File: config.mk
export PLATFORM = sky130hd
export DESIGN_NAME = assembly_source_tokenizer
export DESIGN_NICKNAME = d
export VERILOG_FILES = /design/src/design/ast_pkg.sv /design/src/design/ast_lexer.sv /design/src/design/ast_outq.sv /design/src/design/assembly_source_tokenizer.sv
export SDC_FILE = /design/constraint.sdc
export NUM_CORES = 2
export LEC_CHECK = 0
export ABC_AREA = 1
export BUFFER_PORTS_ARGS = -buffer_cell sky130_fd_sc_hd__buf_4
export CAP_MARGIN = 0
export CORE_ASPECT_RATIO = 0.5
export CORE_UTILIZATION = 30
export DETAILED_ROUTE_END_ITERATION = 6
export GPL_ROUTABILITY_DRIVEN = 0
export PLACE_DENSITY = 0.54
export SETUP_SLACK_MARGIN = 0.4
export SLEW_MARGIN = 15
export SYNTH_ARGS = -nofsm -noshare
export SYNTH_HDL_FRONTEND = slang
export SYNTH_SLANG_ARGS = --single-unit
File: constraint.sdc
create_clock -name clk -period 8.9 [get_ports clk]
set_input_delay 1.335 -clock clk [delete_from_list [all_inputs] [get_ports clk]]
set_output_delay 1.335 -clock clk [all_outputs]
set_load 0.05 [all_outputs]
File: src/design/ast_pkg.sv
package ast_pkg;

  localparam int VALUE_BITS  = 16;
  localparam int OFFSET_BITS = 16;

  typedef enum logic [3:0] {
    K_MNEMONIC = 4'd0,
    K_LABEL    = 4'd1,
    K_ALIAS    = 4'd2,
    K_NUMBER   = 4'd3,
    K_DIRECTIVE = 4'd4,
    K_COMMENT  = 4'd5,
    K_OPEN     = 4'd6,
    K_CLOSE    = 4'd7,
    K_EQUALS   = 4'd8,
    K_HASH     = 4'd9,
    K_ERROR    = 4'd10,
    K_END      = 4'd11,
    K_ALIASDEF = 4'd12
  } kind_t;

  typedef enum logic [2:0] {
    M_IDLE      = 3'd0,
    M_NUMBER    = 3'd1,
    M_NAME      = 3'd2,
    M_DIRECTIVE = 3'd3,
    M_COMMENT   = 3'd4
  } mode_t;

  typedef enum logic [1:0] {
    B_DEC = 2'd0,
    B_HEX = 2'd1,
    B_BIN = 2'd2
  } base_t;

  localparam logic [7:0] CH_NUL    = 8'h00;
  localparam logic [7:0] CH_NL     = 8'h0a;
  localparam logic [7:0] CH_DOLLAR = 8'h24;
  localparam logic [7:0] CH_PCT    = 8'h25;
  localparam logic [7:0] CH_MINUS  = 8'h2d;
  localparam logic [7:0] CH_DOT    = 8'h2e;
  localparam logic [7:0] CH_SEMI   = 8'h3b;
  localparam logic [7:0] CH_COLON  = 8'h3a;
  localparam logic [7:0] CH_HASH   = 8'h23;
  localparam logic [7:0] CH_EQ     = 8'h3d;
  localparam logic [7:0] CH_OPEN   = 8'h28;
  localparam logic [7:0] CH_CLOSE  = 8'h29;
  localparam logic [7:0] CH_UNDER  = 8'h5f;

  typedef struct packed {
    logic [3:0]  kind;
    logic [15:0] value;
    logic [15:0] start;
    logic [7:0]  count;
    logic [15:0] row;
    logic [15:0] column;
  } result_t;

  localparam logic [23:0] MNEMONICS [56] = '{
    "LDA","LDX","LDY","STA","STX","STY","TAX","TAY","TSX","TXA","TXS","TYA",
    "PHA","PHP","PLA","PLP","AND","EOR","ORA","BIT","ADC","SBC","CMP","CPX",
    "CPY","INC","INX","INY","DEC","DEX","DEY","ASL","LSR","ROL","ROR","JMP",
    "JSR","RTS","BCC","BCS","BEQ","BMI","BNE","BPL","BVC","BVS","CLC","CLD",
    "CLI","CLV","SEC","SED","SEI","BRK","NOP","RTI"
  };

  function automatic logic is_digit(input logic [7:0] c);
    return c >= "0" && c <= "9";
  endfunction

  function automatic logic is_alpha(input logic [7:0] c);
    return (c >= "a" && c <= "z") || (c >= "A" && c <= "Z");
  endfunction

  function automatic logic is_word(input logic [7:0] c);
    return is_alpha(c) || is_digit(c) || c == CH_UNDER;
  endfunction

  function automatic logic is_space(input logic [7:0] c);
    return c == 8'h20 || (c >= 8'd9 && c <= 8'd13);
  endfunction

  function automatic logic [4:0] digit_of(input logic [7:0] c);
    logic [4:0] d;
    d = 5'd31;
    if (is_digit(c)) d = 5'(c - "0");
    else if (c >= "a" && c <= "f") d = 5'(c - "a" + 8'd10);
    else if (c >= "A" && c <= "F") d = 5'(c - "A" + 8'd10);
    return d;
  endfunction

  function automatic logic mnemonic_hit(input logic [23:0] p);
    logic hit;
    hit = 1'b0;
    for (int i = 0; i < 56; i++) begin
      if (MNEMONICS[i] == p) hit = 1'b1;
    end
    return hit;
  endfunction

endpackage

File: src/design/ast_lexer.sv
module ast_lexer (
  input  logic                clk,
  input  logic                rst,
  input  logic                step,
  input  logic [7:0]          c,
  output ast_pkg::result_t    res [3],
  output logic [1:0]          res_n
);
  import ast_pkg::*;

  mode_t       scan_mode;
  base_t       number_base;
  logic        negative_sign;
  logic        digit_seen;
  logic [15:0] acc;
  logic [23:0] name_prefix;
  logic [15:0] tok_start, tok_row, tok_col, cur_row, cur_col, byte_offset;
  logic [7:0]  tok_count;
  logic [3:0]  previous_kind;
  result_t     earlier;

  mode_t       scan_mode_next;
  base_t       number_base_next;
  logic        negative_sign_next, digit_seen_next;
  logic [15:0] acc_next;
  logic [23:0] name_prefix_next;
  logic [15:0] tok_start_next, tok_row_next, tok_col_next;
  logic [15:0] cur_row_next, cur_col_next, byte_offset_next;
  logic [7:0]  tok_count_next;
  logic [3:0]  previous_kind_next;
  result_t     earlier_next;

  logic        consumed;
  logic [4:0]  d;
  logic [4:0]  radix;
  logic [15:0] v;
  logic [7:0]  grown;
  result_t     span;

  always_comb begin
    res[0] = '0;
    res[1] = '0;
    res[2] = '0;
    res_n = 2'd0;
    scan_mode_next = scan_mode;
    number_base_next = number_base;
    negative_sign_next = negative_sign;
    digit_seen_next = digit_seen;
    acc_next = acc;
    name_prefix_next = name_prefix;
    tok_start_next = tok_start;
    tok_row_next = tok_row;
    tok_col_next = tok_col;
    tok_count_next = tok_count;
    cur_row_next = cur_row;
    cur_col_next = cur_col;
    byte_offset_next = byte_offset;
    previous_kind_next = previous_kind;
    earlier_next = earlier;
    consumed = 1'b0;
    d = digit_of(c);
    radix = (number_base == B_HEX) ? 5'd16 : ((number_base == B_BIN) ? 5'd2 : 5'd10);
    v = negative_sign ? 16'(-acc) : acc;
    grown = (tok_count < 8'd255) ? tok_count + 8'd1 : tok_count;
    span = '{kind: 4'd0, value: 16'd0, start: tok_start, count: tok_count,
             row: tok_row, column: tok_col};

    unique case (scan_mode)
      M_NUMBER: begin
        if (d < radix) begin
          acc_next = 16'(acc * radix) + 16'(d);
          digit_seen_next = 1'b1;
          tok_count_next = grown;
          consumed = 1'b1;
        end else begin
          scan_mode_next = M_IDLE;
          res[0] = span;
          res_n = 2'd1;
          if (number_base == B_DEC && negative_sign && !digit_seen) begin
            res[0].kind = K_ERROR;
            previous_kind_next = K_ERROR;
          end else begin
            res[0].kind = K_NUMBER;
            res[0].value = v;
            previous_kind_next = K_NUMBER;
            if (previous_kind == K_EQUALS) begin
              res[1] = earlier;
              res[1].kind = K_ALIASDEF;
              res[1].value = v;
              res_n = 2'd2;
            end
          end
        end
      end
      M_NAME: begin
        if (is_word(c)) begin
          if (tok_count < 8'd3) name_prefix_next = {name_prefix[15:0], c};
          tok_count_next = grown;
          consumed = 1'b1;
        end else begin
          scan_mode_next = M_IDLE;
          res[0] = span;
          res_n = 2'd1;
          if (tok_count == 8'd3 && mnemonic_hit(name_prefix)) begin
            res[0].kind = K_MNEMONIC;
          end else if (c == CH_COLON) begin
            res[0].kind = K_LABEL;
            consumed = 1'b1;
          end else begin
            res[0].kind = K_ALIAS;
          end
          previous_kind_next = res[0].kind;
        end
      end
      M_DIRECTIVE: begin
        if (is_word(c)) begin
          tok_count_next = grown;
          consumed = 1'b1;
        end else begin
          scan_mode_next = M_IDLE;
          res[0] = span;
          res[0].kind = K_DIRECTIVE;
          res_n = 2'd1;
          previous_kind_next = K_DIRECTIVE;
        end
      end
      M_COMMENT: begin
        if (c != CH_NL && c != CH_NUL) begin
          tok_count_next = grown;
          consumed = 1'b1;
        end else begin
          scan_mode_next = M_IDLE;
          res[0] = span;
          res[0].kind = K_COMMENT;
          res_n = 2'd1;
          previous_kind_next = K_COMMENT;
          consumed = (c == CH_NL);
        end
      end
      default: ;
    endcase

    if (c == CH_NUL) begin
      res[res_n] = '{kind: K_END, value: 16'd0, start: byte_offset, count: 8'd0,
                     row: cur_row, column: cur_col};
      res_n = res_n + 2'd1;
      scan_mode_next = M_IDLE;
      number_base_next = B_DEC;
      negative_sign_next = 1'b0;
      digit_seen_next = 1'b0;
      acc_next = '0;
      name_prefix_next = '0;
      tok_start_next = '0;
      tok_count_next = '0;
      tok_row_next = 16'd1;
      tok_col_next = 16'd1;
      cur_row_next = 16'd1;
      cur_col_next = 16'd1;
      byte_offset_next = '0;
      previous_kind_next = K_ERROR;
      earlier_next = '0;
    end else begin
      if (!consumed && !is_space(c)) begin
        tok_start_next = byte_offset;
        tok_count_next = 8'd1;
        tok_row_next = cur_row;
        tok_col_next = cur_col;
        if (c == CH_DOLLAR || c == CH_PCT || c == CH_MINUS || is_digit(c)) begin
          scan_mode_next = M_NUMBER;
          number_base_next = (c == CH_DOLLAR) ? B_HEX : ((c == CH_PCT) ? B_BIN : B_DEC);
          negative_sign_next = (c == CH_MINUS);
          digit_seen_next = is_digit(c);
          acc_next = is_digit(c) ? 16'(c - "0") : 16'd0;
        end else if (c == CH_DOT) begin
          scan_mode_next = M_DIRECTIVE;
        end else if (is_alpha(c) || c == CH_UNDER) begin
          scan_mode_next = M_NAME;
          name_prefix_next = {16'd0, c};
        end else if (c == CH_SEMI) begin
          scan_mode_next = M_COMMENT;
        end else begin
          res[res_n] = '{kind: K_ERROR, value: 16'd0, start: byte_offset, count: 8'd1,
                         row: cur_row, column: cur_col};
          case (c)
            CH_OPEN:  res[res_n].kind = K_OPEN;
            CH_CLOSE: res[res_n].kind = K_CLOSE;
            CH_HASH:  res[res_n].kind = K_HASH;
            CH_EQ: begin
              res[res_n].kind = K_EQUALS;
              earlier_next = span;
            end
            default: ;
          endcase
          previous_kind_next = res[res_n].kind;
          res_n = res_n + 2'd1;
        end
      end
      byte_offset_next = byte_offset + 16'd1;
      if (c == CH_NL) begin
        cur_row_next = (cur_row != 16'hffff) ? cur_row + 16'd1 : cur_row;
        cur_col_next = 16'd1;
      end else begin
        cur_col_next = (cur_col != 16'hffff) ? cur_col + 16'd1 : cur_col;
      end
    end
  end

  always_ff @(posedge clk) begin
    if (rst) begin
      scan_mode <= M_IDLE;
      number_base <= B_DEC;
      negative_sign <= 1'b0;
      digit_seen <= 1'b0;
      acc <= '0;
      name_prefix <= '0;
      tok_start <= '0;
      tok_count <= '0;
      tok_row <= 16'd1;
      tok_col <= 16'd1;
      cur_row <= 16'd1;
      cur_col <= 16'd1;
      byte_offset <= '0;
      previous_kind <= K_ERROR;
      earlier <= '0;
    end else if (step) begin
      scan_mode <= scan_mode_next;
      number_base <= number_base_next;
      negative_sign <= negative_sign_next;
      digit_seen <= digit_seen_next;
      acc <= acc_next;
      name_prefix <= name_prefix_next;
      tok_start <= tok_start_next;
      tok_count <= tok_count_next;
      tok_row <= tok_row_next;
      tok_col <= tok_col_next;
      cur_row <= cur_row_next;
      cur_col <= cur_col_next;
      byte_offset <= byte_offset_next;
      previous_kind <= previous_kind_next;
      earlier <= earlier_next;
    end
  end

endmodule

File: src/design/ast_outq.sv
module ast_outq (
  input  logic             clk,
  input  logic             rst,
  input  logic             push,
  input  ast_pkg::result_t wr [3],
  input  logic [1:0]       wr_n,
  output logic             space_ok,
  output logic             out_valid,
  input  logic             out_stall,
  output ast_pkg::result_t out_res,
  output logic             out_last
);
  import ast_pkg::*;

  result_t    mem [8];
  logic       last_mem [8];
  logic [2:0] wp, rp;
  logic [3:0] fill;
  logic       pop;
  logic [3:0] fill_next;

  assign pop = out_valid && !out_stall;
  assign out_valid = fill != 4'd0;
  assign out_res = mem[rp];
  assign out_last = last_mem[rp];
  assign space_ok = fill <= 4'd5;
  assign fill_next = fill + (push ? {2'd0, wr_n} : 4'd0) - (pop ? 4'd1 : 4'd0);

  always_ff @(posedge clk) begin
    if (rst) begin
      wp <= '0;
      rp <= '0;
      fill <= '0;
    end else begin
      if (push) wp <= wp + 3'(wr_n);
      if (pop) rp <= rp + 3'd1;
      fill <= fill_next;
    end
  end

  always_ff @(posedge clk) begin
    if (push) begin
      for (int i = 0; i < 3; i++) begin
        if (2'(i) < wr_n) begin
          mem[wp + 3'(i)] <= wr[i];
          last_mem[wp + 3'(i)] <= (2'(i) == wr_n - 2'd1);
        end
      end
    end
  end

endmodule

File: src/design/assembly_source_tokenizer.sv
// assembly source tokenizer
// input channel: in_valid / in_stall with char_code, one source byte per beat
// output channel: out_valid / out_stall with the token fields, one token per beat
// each byte may close a pending token and start another, giving zero to three
// tokens; last_of_run marks the final token caused by one byte
// a byte is taken in the cycle it arrives unless in_stall is high, and its
// tokens are registered in an eight-entry output queue before they reach the output
// throughput is one byte per cycle while the queue holds five or fewer tokens,
// in_stall rises when the queue is fuller, so a stalled receiver back-pressures
// the source and no token is lost
// a zero byte closes any open token, emits an end token and returns the
// scanner to its reset state
// reset clears the scanner state and empties the queue
module assembly_source_tokenizer (
  input  logic        clk,
  input  logic        rst,
  input  logic        in_valid,
  output logic        in_stall,
  input  logic [7:0]  char_code,
  output logic        out_valid,
  input  logic        out_stall,
  output logic [3:0]  token_kind,
  output logic [15:0] token_value,
  output logic [15:0] start_offset,
  output logic [7:0]  token_length,
  output logic [15:0] row_number,
  output logic [15:0] column_number,
  output logic        last_of_run
);
  import ast_pkg::*;

  result_t    res [3];
  logic [1:0] res_n;
  logic       space_ok;
  logic       step;
  result_t    out_res;

  assign in_stall = !space_ok;
  assign step = in_valid && space_ok;

  ast_lexer u_lexer (
    .clk(clk), .rst(rst), .step(step), .c(char_code), .res(res), .res_n(res_n)
  );

  ast_outq u_outq (
    .clk(clk), .rst(rst), .push(step), .wr(res), .wr_n(res_n),
    .space_ok(space_ok), .out_valid(out_valid), .out_stall(out_stall),
    .out_res(out_res), .out_last(last_of_run)
  );

  assign token_kind = out_res.kind;
  assign token_value = out_res.value;
  assign start_offset = out_res.start;
  assign token_length = out_res.count;
  assign row_number = out_res.row;
  assign column_number = out_res.column;

  a_end_one: assert property (@(posedge clk) disable iff (rst)
    step && char_code == CH_NUL |-> res_n != 2'd0)
    else $error("zero byte gave no end token");

  a_stall_full: assert property (@(posedge clk) disable iff (rst)
    in_stall |-> out_valid)
    else $error("stall with empty queue");

  a_end_last: assert property (@(posedge clk) disable iff (rst)
    out_valid && token_kind == K_END |-> last_of_run)
    else $error("end token not last of run");

endmodule
==> impl_metrics.py <==
metrics = {
    "sta": {
        "setup_violations": 0,
        "period_share": 0.786,
        "final_hold_viol_count": 0,
        "max_freq_ghz": 0.143,
        "min_period_ns": 7.00,
        "clock_skew_ns": 0.0600,
        "rsz0062_at_grt": "false",
        "worstMarginPinSlew_ns": 1.30,
        "timing.setup.tns_ns": 0,
        "slew_headroom": 0.133,
        "drv_slew": 0,
    },
    "critical_path": {
        "crit_end": "u_outq.mem[3][28]$_DFFE_PP_",
        "critPathRequiredTime_ns": 9.39,
        "slowest_delay_ns": 0.70,
        "crit_path_end_kind": "flip-flop",
        "crit_top_cell": "nand2_1",
        "crit_start": "char_code[1]",
        "start_kind": "primary input",
        "rrSetupSlack_ns": 2.83,
        "worstReg2RegEnd": "u_outq.mem[3][28]$_DFFE_PP_",
        "reg2reg_depth": 20,
        "path_class": "primary input to flip-flop",
        "worstPathArrival_ns": 7.49,
        "rr_startpoint": "u_lexer.number_base[1]$_SDFFE_PP0P_",
        "crit_path_top_delay_cell": "o21ai_1",
        "cp_max_fo": 43,
    },
    "die": {
        "dieArea_mm2": 0.190,
        "dieHeight_um": 309,
        "die_w_um": 616,
        "fp.coreArea_mm2": 0.187,
        "initial_core_util": 0.302,
        "io_pins": 91,
        "rows": 112,
    },
    "synth": {
        "synth-main-ff-cell": "edfxtp_1",
        "syn_area_per_cell_um2": 6.91,
        "netlist_instances": 8181,
        "synth_mux_area_frac": 0,
        "synth-edff-count": 616,
        "syn-num-nets": 8279,
        "synth-simple-area-share": 0.380,
        "synth-compound-area-share": 0.108,
        "synth_warnings": 0,
        "synth_fa_ha_area_frac": 0.0210,
        "netlist_area_mm2": 0.0565,
        "synth_top_area_cell": "edfxtp_1",
        "synth_top_family_by_area": "simple AND/OR/NAND/NOR gates",
        "synth_top_area_frac": 0.327,
        "synth.distinct_cells": 60,
        "async_flop_share": 0,
        "ys_seq_area_frac": 0.407,
        "yosys.area_share.xor_xnor": 0.00527,
        "yosys-top-cells-area": "edfxtp_1 33%, nand2_1 16%, nand3_1 9.7%",
        "synth-seq-cells": 840,
    },
    "clock_network": {
        "clk_pin_slew_ns": 0.06,
        "postCtsHoldBufs": 0,
        "cts_tree": "done",
        "clkLatencyLatePin_ns": 0.77,
        "clock-sinks": 840,
        "clk_path_buf_depth": 3,
        "clk_root_buffer_cell": "clkbuf_16",
        "post_cts_resized": 0,
        "post-cts-setup-buffer-count": 0,
        "cts_max_level": 3,
        "cts-buffers-inserted": 95,
    },
    "routing": {
        "finalWirelength_mm": 248,
        "dr.pass1.iters": 7,
        "routed-via-count": 58871,
        "postRouteAntennaNets": 0,
        "vias_per_cell": 5.62,
        "drtIter0Drc": 8575,
        "wl_per_cell_um": 23.7,
        "drc": 13,
    },
    "grt": {
        "grt_pass1_vias": 53787,
        "overflow": 0,
        "grt_max_degree": 156,
        "antenna_found_initial": 5,
        "grt_pass1_wl_mm": 362,
        "grt_use_total": 0.252,
    },
    "placed_design": {
        "place_inst": 10304,
        "dpl.hpwl_mm": 136,
        "portBuffers": 90,
    },
    "final_layout": {
        "antenna_cells": 0,
        "final_cell_mix": "2412 x nand2_1, 1228 x nor2_1, 1080 x nand3_1, 616 x edfxtp_1, 561 x o21ai_0",
        "area_delta_synth_final_pct": 9.94,
        "drive_gt1_frac": 0.0692,
        "layoutNonFillerInstCount": 10483,
        "fillers": 19926,
        "fin_nets": 7991,
        "multi_input_area_mm2": 0.0293,
        "final_core_util": 0.333,
        "layout_commonest_cell": "nand2_1",
        "regArea_mm2": 0.0230,
    },
    "pwr": {
        "ir_drop_v": 0.000147,
        "p_seq_frac": 0.336,
        "intPower_mw": 7.80,
        "netSwitchingFraction": 0.426,
        "power_mw": 13.6,
        "p_per_area_mw_per_mm2": 219,
        "clkPwrFrac": 0.301,
        "power.switching_mw": 5.79,
        "comb_power_share": 0.363,
        "p_leak_nw": 27.0,
    },
    "worst_hold_path": {
        "hp-class": "flip-flop to flip-flop",
    },
    "run": {
        "drv_cap": 0,
    },
    "run_status": {
        "violations": "DRC",
        "status": "finished with violations",
    },
}
## metrics by stage
| step | cell area, µm² | worst slack (ns) | hold slack [ns] |
|---|---|---|---|
| global placement | 59000 | 1.46 | 0.448 |
| detailed placement | 59000 | 1.40 | 0.453 |
| CTS | 62100 | 2.16 | 0.461 |
| global route | 62100 | 1.63 | 0.475 |
| floorplan | 56500 | 1.03 | 0.430 |
| finish | 62100 | 1.90 | 0.460 |
## critical path, delay by kind of cell
family | cells | cell delay (ns)
adder cells (fa/ha/maj) | 3 | 1.22
AO/OA/AOI/OAI | 4 | 1.30
AND/OR/NAND/NOR | 12 | 1.58
buffers and inverters | 7 | 2.03
## synth_stat cells, types with 4 or more instances
cell type and n:
a211oi_1 10, a21oi_1 231, a22oi_1 4, a31oi_1 82
buf_1 57, buf_2 106, buf_4 17, buf_6 26
buf_8 13, clkbuf_1 384, dfxtp_1 224, dlygate4sd1_1 4
edfxtp_1 616, fa_1 15, ha_1 71, inv_1 396
inv_2 18, nand2_1 2413, nand2_2 17, nand3_1 1090
nand3_2 4, nand4_1 100, nor2_1 1231, nor2_2 8
nor2_4 9, nor3_1 103, nor3_2 44, nor4_1 9
o211ai_1 91, o21ai_0 561, o21ai_1 26, o21bai_1 4
o22ai_1 80, o31ai_1 4, or2_2 39, xnor2_1 7
xor2_1 27
## how the worst min path moves through the flow
| stage | start | endpoint | slack (ns) | cells after the start |
|---|---|---|---|---|
| 2_1_floorplan | u_lexer.earlier[34]$_SDFFE_PP0P_ | u_lexer.earlier[34]$_SDFFE_PP0P_ | 0.43 | 2 |
| 3_3_place_gp | u_lexer.earlier[39]$_SDFFE_PP0P_ | u_lexer.earlier[39]$_SDFFE_PP0P_ | 0.45 | 2 |
| 3_5_place_dp | u_lexer.tok_start[1]$_SDFFE_PP0P_ | u_lexer.tok_start[1]$_SDFFE_PP0P_ | 0.45 | 2 |
| 4_1_cts | u_lexer.tok_start[3]$_SDFFE_PP0P_ | u_lexer.tok_start[3]$_SDFFE_PP0P_ | 0.46 | 2 |
| 5_1_grt | u_lexer.tok_start[3]$_SDFFE_PP0P_ | u_lexer.tok_start[3]$_SDFFE_PP0P_ | 0.48 | 2 |
| 6_report | u_lexer.tok_row[5]$_SDFFE_PP0P_ | u_lexer.tok_row[5]$_SDFFE_PP0P_ | 0.46 | 2 |
## power by group through the flow
stage	sequential, mW	combinational, mW	clock (mW)
final	4.56	4.94	4.09
after global routing	4.57	5.19	4.24
after detailed placement	4.64	4.83	0
after global placement	4.64	4.82	0
after CTS	4.55	4.84	4.11
after floorplan	4.58	3.07	0
## state kept, by name (all words and copies together), names as in the netlist, named ones only
name / count
u_lexer.previous_kind: 4
u_lexer.digit_seen: 1
u_outq.fill: 4
u_outq.last_mem: 8
u_lexer.scan_mode: 3
u_lexer.negative_sign: 1
u_lexer.earlier: 56
u_outq.mem: 608
u_lexer.tok_count: 8
u_lexer.name_prefix: 24
u_lexer.tok_row: 16
u_outq.rp: 3
u_lexer.tok_col: 16
u_lexer.cur_row: 16
u_lexer.acc: 16
u_lexer.cur_col: 16
u_lexer.tok_start: 16
u_lexer.byte_offset: 16
u_outq.wp: 3
u_lexer.number_base: 2
## cells by family after synthesis
logic type,count (synthesis)
simple gates,5082
compound gates,1109
fa+ha+maj,86
buf+inv,1030
xor+xnor,34
flops,840
## per-layer routing
metal  GRT usage  up-vias  share of wire  wire length [µm]
met5           0        -       0.000077                19
met1       0.357    27787           0.42            105000
met4      0.0821        4          0.033              8250
met2       0.376     3724           0.42            103000
li1            -    26726              -                 -
met3      0.0575      630           0.13             31300
## cell type report
| class | instances | share of cell area |
|---|---|---|
| multi-input combinational | 6311 | 0.471 |
| timing repair buffer | 227 | 0.0325 |
| tap | 2508 | 0.0505 |
| inverter | 418 | 0.0257 |
| clock buffer | 142 | 0.0440 |
| sequential | 840 | 0.370 |
| clock inverter | 37 | 0.00600 |
(Power assumes the default switching activity.)
